--- src/rtl/core/bpa_divrem.sv ---
// bpa_divrem: restoring remainder unit, one dividend bit per cycle
// gives base modulo alignment for the aligned search; uses bpa_pkg-free widths
module bpa_divrem (
  input  logic        clk,
  input  logic        rst,
  input  logic        start,
  input  logic [63:0] dividend,
  input  logic [32:0] divisor,
  output logic        done,
  output logic [32:0] rem
);
  logic        busy;
  logic [5:0]  cnt;
  logic [63:0] shreg;
  logic [33:0] acc;
  logic [33:0] trial;

  // shift in the next dividend bit, subtract when it fits
  always_comb begin
    trial = {acc[32:0], shreg[63]};
  end

  always_ff @(posedge clk) begin
    if (rst) begin
      busy <= 1'b0;
      done <= 1'b0;
      cnt  <= '0;
    end else begin
      done <= 1'b0;
      if (start) begin
        busy <= 1'b1;
        cnt  <= '0;
      end else if (busy) begin
        cnt <= cnt + 6'd1;
        if (cnt == 6'd63) begin
          busy <= 1'b0;
          done <= 1'b1;
        end
      end
    end
  end

  // datapath
  always_ff @(posedge clk) begin
    if (start) begin
      shreg <= dividend;
      acc   <= '0;
    end else if (busy) begin
      shreg <= {shreg[62:0], 1'b0};
      if (trial >= {1'b0, divisor}) begin
        acc <= trial - {1'b0, divisor};
      end else begin
        acc <= trial;
      end
    end
  end

  assign rem = acc[32:0];
endmodule

--- config.mk ---
export PLATFORM = sky130hd
export DESIGN_NAME = bpa_divrem
export DESIGN_NICKNAME = d
export VERILOG_FILES = /design/src/rtl/core/bpa_divrem.sv
export SDC_FILE = /design/constraint.sdc
export NUM_CORES = 1
export LEC_CHECK = 0
export ABC_AREA = 1
export BUFFER_PORTS_ARGS = -buffer_cell sky130_fd_sc_hd__buf_2
export CAP_MARGIN = 10
export CORE_ASPECT_RATIO = 1.4
export CORE_MARGIN = 4
export CORE_UTILIZATION = 61
export DETAILED_ROUTE_END_ITERATION = 7
export PLACE_DENSITY = 0.86
export SLEW_MARGIN = 25
export SYNTH_ARGS = -nofsm -noshare
export SYNTH_HDL_FRONTEND = slang
export SYNTH_SLANG_ARGS = --single-unit
--- constraint.sdc ---
create_clock -name clk -period 6.01 [get_ports clk]
set_input_delay 1.803 -clock clk [delete_from_list [all_inputs] [get_ports clk]]
set_output_delay 1.803 -clock clk [all_outputs]
set_load 0.05 [all_outputs]
# After elaboration in Yosys (flattened, before gate mapping)
# Index checks and enable logic that the tools add are counted.
op_classes:
  addsub: 2
  magnitude_cmp: 1
  eq_ne: 1
  muxes: 7
  n_bitwise: 1
  n_reduce_logical: 3
op_table:
  columns: ["cell", "count"]
  rows:
  - ["$mux W64", 2]
  - ["$ge A34 B33 Y1", 1]
  - ["$mux W33", 1]
  - ["$sub A33 B33 Y33", 1]
  - ["$add A6 B1 Y6 const B", 1]
  - ["$eq A6 B6 Y1 const B", 1]
  - ["$mux W1", 4]
  - ["$reduce_or A3 Y1", 1]
  - ["$reduce_bool A2 Y1", 1]
  - ["$reduce_or A2 Y1", 1]
  - ["$not A1 Y1", 1]
totals:
  ff_bits: 105
  in_bits: 100
  output_inout_bits: 34
  word_cells: 20

# Depth between registers and ports, before layout
# Gate-level depths: netlist (run 1).
depth:
  ltp_word: 4
  depth_mapped: 17
  ltp_nobuf: 16

# Worst setup path before layout (run 1)
# OpenSTA, ideal clock, no wires.
synth_path:
  path_type: "input-to-reg"
  startpoint: "in start"
  endpoint: "reg shreg[0], enable pin"
  setup_ns: 0.454
  arrival_ns: 4.154
  slack_ns: 1.402
  cell_stages: 4
  cell_sequence: "clkbuf_1 nor2_1 inv_1 clkbuf_1"
synth_via:
  elab_chain_cells: 1
synth_rtl:
  columns: ["item", "line_no", "rtl"]
  rows:
  - ["from (decl)", "6", "input logic start,"]
  - ["$reduce_bool A2 Y1 (no line)", null, null]
  - ["to (signal assigned)", "46", "shreg <= dividend;"]
  - ["to (signal assigned)", "49", "shreg <= {shreg[62:0], 1'b0};"]
  - ["to (decl)", "14", "logic [63:0] shreg;"]
# No other way between the ends.
# A chain may end at the register's enable or synchronous reset.

# Final worst setup path (run 1)
layout_path:
  startpoint: "in divisor[0]"
  endpoint: "reg acc[5]"
layout_via:
  elab_chain_cells: 2
layout_rtl:
  columns: ["item", "line_no", "rtl"]
  rows:
  - ["from (decl)", "8", "input logic [32:0] divisor,"]
  - ["$sub A33 B33 Y33 or $ge A34 B33 Y1 (tied branches)", "51, 50", null]
  - ["$mux W33 *", "50", "if (trial >= {1'b0, divisor}) begin"]
  - ["to (signal assigned)", "51", "acc <= trial - {1'b0, divisor};"]
  - ["to (signal assigned)", "53", "acc <= trial;"]
  - ["to (decl)", "15", "logic [33:0] acc;"]
# Every way passes the cells marked *; elsewhere a longest branch is shown, timed or not.

==> metrics.csv, run 1 <==
metric,value,unit
status,"complete, no violations",
postSynth.asyncResetShare,0,%
tightest_slew,0.951,ns
synth-edff-count,64,
crit_type,in -> reg,
cts_buffers,9,
antenna_found_initial,0,
cts_setup_buffers,0,
slew_headroom,36.5,%
die_w,101,µm
crit_family,simple AND/OR/NAND/NOR gates,
cpMaxStageDelayCell,nand2_2,
placed_area,8100,µm²
clkTransAtPathRegs,0.08,ns
area_delta_synth_final,14.3,%
viasPerCell,5.06,
hold_class,reg -> reg,
fmax,239,MHz
final_hold_viol_count,0,
arrival,4.46,ns
diodes,0,
p_leak,0.00484,µW
root_buffer,clkbuf_16,
ys_top_cells_by_area,"nand2_1 (27%), edfxtp_1 (26%), dfxtp_1 (11%), inv_1 (9.6%), ha_1 (5.8%)",
timing.final.crit_share,69.5,%
synth_seq_area_share,37.2,%
grt_first_pass_wirelength,31800,µm
crit_chain,buf_2 -> ha_1 -> inv_1 -> fa_1 -> nand3_1 -> nand3_2 -> nand2_1 -> nand2_1 -> nand2_2 -> nand2_4 -> nand2_1 -> nand3_1 -> o21ai_1,
ys_seq_elements,105,
end_kind,flop,
track_usage,28.3,%
synth_top_flop_cell,edfxtp_1,
nets,1388,
num_rows,47,
drt_wl_total,19700,µm
ir_drop,0.000216,V
setup_tns,0,ns
drt-initial-drc-count,318,
detail-route-antenna-nets,0,
synthesis.instances,1134,
h-tree-depth,3,
grt_pass1_vias,6868,
final_util,71.2,%
skew,0.0129,ns
die_h,138,µm
yosysTopAreaCell,nand2_1,
critPathMaxFanout,35,
powerDensity,197,nW/µm²
portBuffers,133,
core,11800,µm²
clockBufferDepth,2,
setup_viol,0,
drv_slew,0,
grt_max_degree,64,
cts_hold_buf,0,
clock_latency,0.36,ns
max_cap_viol_count,0,
yosysUniqueCellTypes,32,
syn_avg_cell_area,6.50,µm²
yosysMostFrequentCell,nand2_1,
clock-sinks,105,
ys_top_cells_by_count,"nand2_1 (534), inv_1 (188), nand3_1 (80), edfxtp_1 (64), nor2_1 (50)",
yosysTopAreaCellShare,27.2,%
place_congestion,0.955,
synth_nets,1269,
ys_warn_count,0,
fin_area,8420,µm²
holdWs,0.485,ns
critPathLaunchType,input pin,
start_util,62.3,%
post-dp-hpwl,15000,µm
worst-path-buf-inv,2,
io_pins,134,
cpMostUsedCell,nand2_1,
critPathMaxStageDelay,0.61,ns
cts_tree,yes,
vias,7110,
period_needed,4.18,ns
grt.overflow.total,0,
rsz0062_at_grt,false,
drive_gt1_share,13.3,%
drt-pass1-iter-count,5,
route.detailed.drc,0,
cts_resized,0,
syn_area,7370,µm²
dieArea,13900,µm²
required,6.29,ns
wl_per_cell,14.0,µm
layout by cell type (no fill, tap or decap), drive strengths merged, types with 2 or more instances in the layout:
cell and count:
edfxtp 64, xnor2 14, clkbuf 9, nand4 9, o21bai 6, inv 194
a31oi 2, and2 5, a21oi 22, nor4 2, nand2 538, nor2 54
clkinv 3, buf 137, dfxtp 41, ha 34, nand3b 15, nor3 9
o21ai 16, nand3 81
state kept, by name (all words and copies together) (netlist names):
| signal | count |
|---|---|
| acc | 33 |
| done | 1 |
| shreg | 64 |
| busy | 1 |
| cnt | 6 |
layer usage:
metal / share of wire, % / GRT usage (%) / wire (µm)
met3: 5.0 / 4.54 / 988
met4: 5.4 / 15.5 / 1060
met1: 40 / 33.3 / 7790
met2: 50 / 48.3 / 9810
met5: 0 / 0 / 0
metrics by stage:
step / worst slack, ns / std cells / power, µW
floorplan: 1.40 / 1134 / 978
global placement: 1.53 / 1389 / 1040
detailed placement: 1.48 / 1389 / 1050
CTS: 1.85 / 1405 / 1670
global route: 1.59 / 1405 / 1730
finish: 1.83 / 1405 / 1660
tightest hold or removal path: cells and delay by family, from the launching register on:
kind            cells  cell delay (ns)
simple gates        1             0.06
compound gates      1             0.05
flops               1             0.33
power breakdown:
part	internal (µW)	total (µW)	switching (µW)
clock	303	628	325
combinational	71.8	199	127
sequential	820	834	13.8
total	1200	1660	466
layout make-up:
| type | count | area, µm² |
|---|---|---|
| flip-flops and latches | 105 | 2740 |
| inverters | 190 | 713 |
| clock inverters | 7 | 91.3 |
| repair buffers | 137 | 696 |
| clock buffers | 9 | 225 |
| well taps | 147 | 184 |
| multi-input cells | 810 | 3770 |
| fillers | 1066 | 3400 |
logic make-up after synthesis:
group | share of synthesized area (%)
simple gates | 39.8
buf+inv | 11.8
flops | 37.2
compound gates | 3.36
fa+ha+maj | 6.05
xor+xnor | 1.78
final timing paths:
path,depth (start not counted),slack (ns),startpoint,to
worst min-delay path,2,0.48,cnt[1],cnt[1]
worst min register to register,2,0.48,cnt[1],cnt[1]
worst max register to register,13,2.89,shreg[63],acc[5]
worst max-delay path,13,1.83,divisor[0],acc[5]
Power figures use the tool's default switching activity.
==> run 2, diff against run 1 <==
- CORE_UTILIZATION: 61 -> 57
- PLACE_DENSITY: 0.86 -> 0.81
- clock period: 6.01 -> 3.9 ns (I/O delays scaled with it)
==> run 2 against run 1 <==
Against the previous run: combinational power rose by 54%; die area rose by 6.5%; critical path depth did not move; via count rose by 1.6%; routed wire length fell by 3.7%; first-iteration DRC count rose by 28%; non-clock buffer count rose by 4; clock power rose by 52%; global-route usage fell by 2.4 points; highest routed layer is now met5.
==> metrics.csv, run 2 (synthesized netlist as in run 1, its figures left out) <==
metric,value,unit
status,"complete, no violations",
holdWs,0.485,ns
clkTransAtPathRegs,0.08,ns
final_cell_mix,"nand2_1 (534), inv_1 (187), buf_2 (133)",
top_register,shreg,
use_met1,28.0,%
diodes,0,
critPathMaxFanout,34,
start_util,59.0,%
root_buffer,clkbuf_16,
cts_tree,yes,
cts_setup_buffers,0,
tightest_slew,0.968,ns
clockBufferDepth,2,
drv_slew,0,
top_regs,"shreg (64), acc (33), cnt (6)",
nets,1392,
end_kind,flop,
powerDensity,301,nW/µm²
period_needed,3.08,ns
p_leak,0.00487,µW
crit_type,in -> reg,
setup_tns,0,ns
required,4.11,ns
route.detailed.drc,0,
drt_wl_total,18900,µm
post-dp-hpwl,14500,µm
viasPerCell,5.11,
timing.final.crit_share,79.0,%
cpMostUsedCell,nand3_1,
critPathLaunchType,input pin,
core,12500,µm²
place_congestion,0.988,
ir_drop,0.000240,V
track_usage,25.9,%
arrival,3.29,ns
grt_pass1_vias,7201,
met3_usage,4.99,%
detail-route-antenna-nets,0,
drive_gt1_share,13.5,%
drt-pass1-iter-count,5,
rsz0062_at_grt,false,
h-tree-depth,3,
cts_resized,0,
grt_max_degree,64,
area_delta_synth_final,14.8,%
grt.overflow.total,0,
cpMaxStageDelayCell,fa_1,
seq_area,2740,µm²
crit_chain,buf_2 -> ha_1 -> inv_1 -> fa_1 -> nand3_1 -> nand3_2 -> nand2_1 -> nand2_1 -> nand2_2 -> buf_4 -> nand3_1 -> nand3_1 -> o21ai_1,
clock-sinks,105,
slew_headroom,35.5,%
vias,7222,
layout_setup_ws,0.819,ns
setup_viol,0,
cts_buffers,9,
post-place-ws,0.489,ns
crit_family,simple AND/OR/NAND/NOR gates,
final_hold_viol_count,0,
grt_first_pass_wirelength,31800,µm
wl_per_cell,13.4,µm
globalRouteMet2Util,47.8,%
clock_latency,0.35,ns
antenna_found_initial,1,
final_common_cell,nand2_1,
fillers,1170,
hold_class,reg -> reg,
worst-path-buf-inv,3,
dieArea,14800,µm²
largest_register_ffs,64,
critPathMaxStageDelay,0.46,ns
max_cap_viol_count,0,
busiest_layer,met2,
portBuffers,133,
drt-initial-drc-count,407,
multi_input_area,3760,µm²
skew,0.0126,ns
fmax,325,MHz
io_pins,134,
cts_hold_buf,0,
num_rows,48,
die_h,143,µm
die_w,104,µm
run 2: layout make-up:
| type | instances | area share, % |
|---|---|---|
| Clock buffer | 9 | 2.66 |
| Clock inverter | 7 | 1.08 |
| Inverter | 190 | 8.43 |
| Multi-Input combinational cell | 810 | 44.5 |
| Sequential cell | 105 | 32.4 |
| Tap cell | 150 | 2.22 |
| Timing Repair Buffer | 141 | 8.73 |
run 2: where the power goes:
| group | total [µW] | switching, µW | internal [µW] |
|---|---|---|---|
| registers | 1290 | 23.0 | 1260 |
| logic | 306 | 192 | 114 |
| clock network | 952 | 485 | 467 |
| total | 2550 | 700 | 1850 |
run 2: tightest hold or removal path, delay by kind of cell, from the launching register on:
kind	cells	cell delay, ns
flip-flops	1	0.34
AND/OR/NAND/NOR	2	0.11
run 2: metal layers:
layer / routed length [µm] / vias to the layer above
met5: 7 / -
met4: 827 / 2
met1: 7340 / 3215
met3: 1050 / 62
li1: - / 3734
met2: 9710 / 209
run 2: path summary, 6_finish.rpt:
| kind | startpoint | end | slack, ns | depth (start not counted) |
|---|---|---|---|---|
| worst max-delay path | divisor[0] | acc[5] | 0.82 | 13 |
| worst max register to register | shreg[63] | acc[5] | 1.26 | 13 |
| worst min register to register | acc[20] | acc[20] | 0.48 | 2 |
| worst min-delay path | acc[20] | acc[20] | 0.48 | 2 |
run 2: through the flow:
stage / area [µm²] / std cells / power, µW / util, %
after global placement: 8140 / 1396 / 1610 / 65.2
after global routing: 8460 / 1412 / 2670 / 67.7
after CTS: 8460 / 1412 / 2570 / 67.7
after detailed placement: 8140 / 1396 / 1620 / 65.2
after floorplan: 7370 / 1134 / 1510 / -
final: 8460 / 1412 / 2550 / 67.7
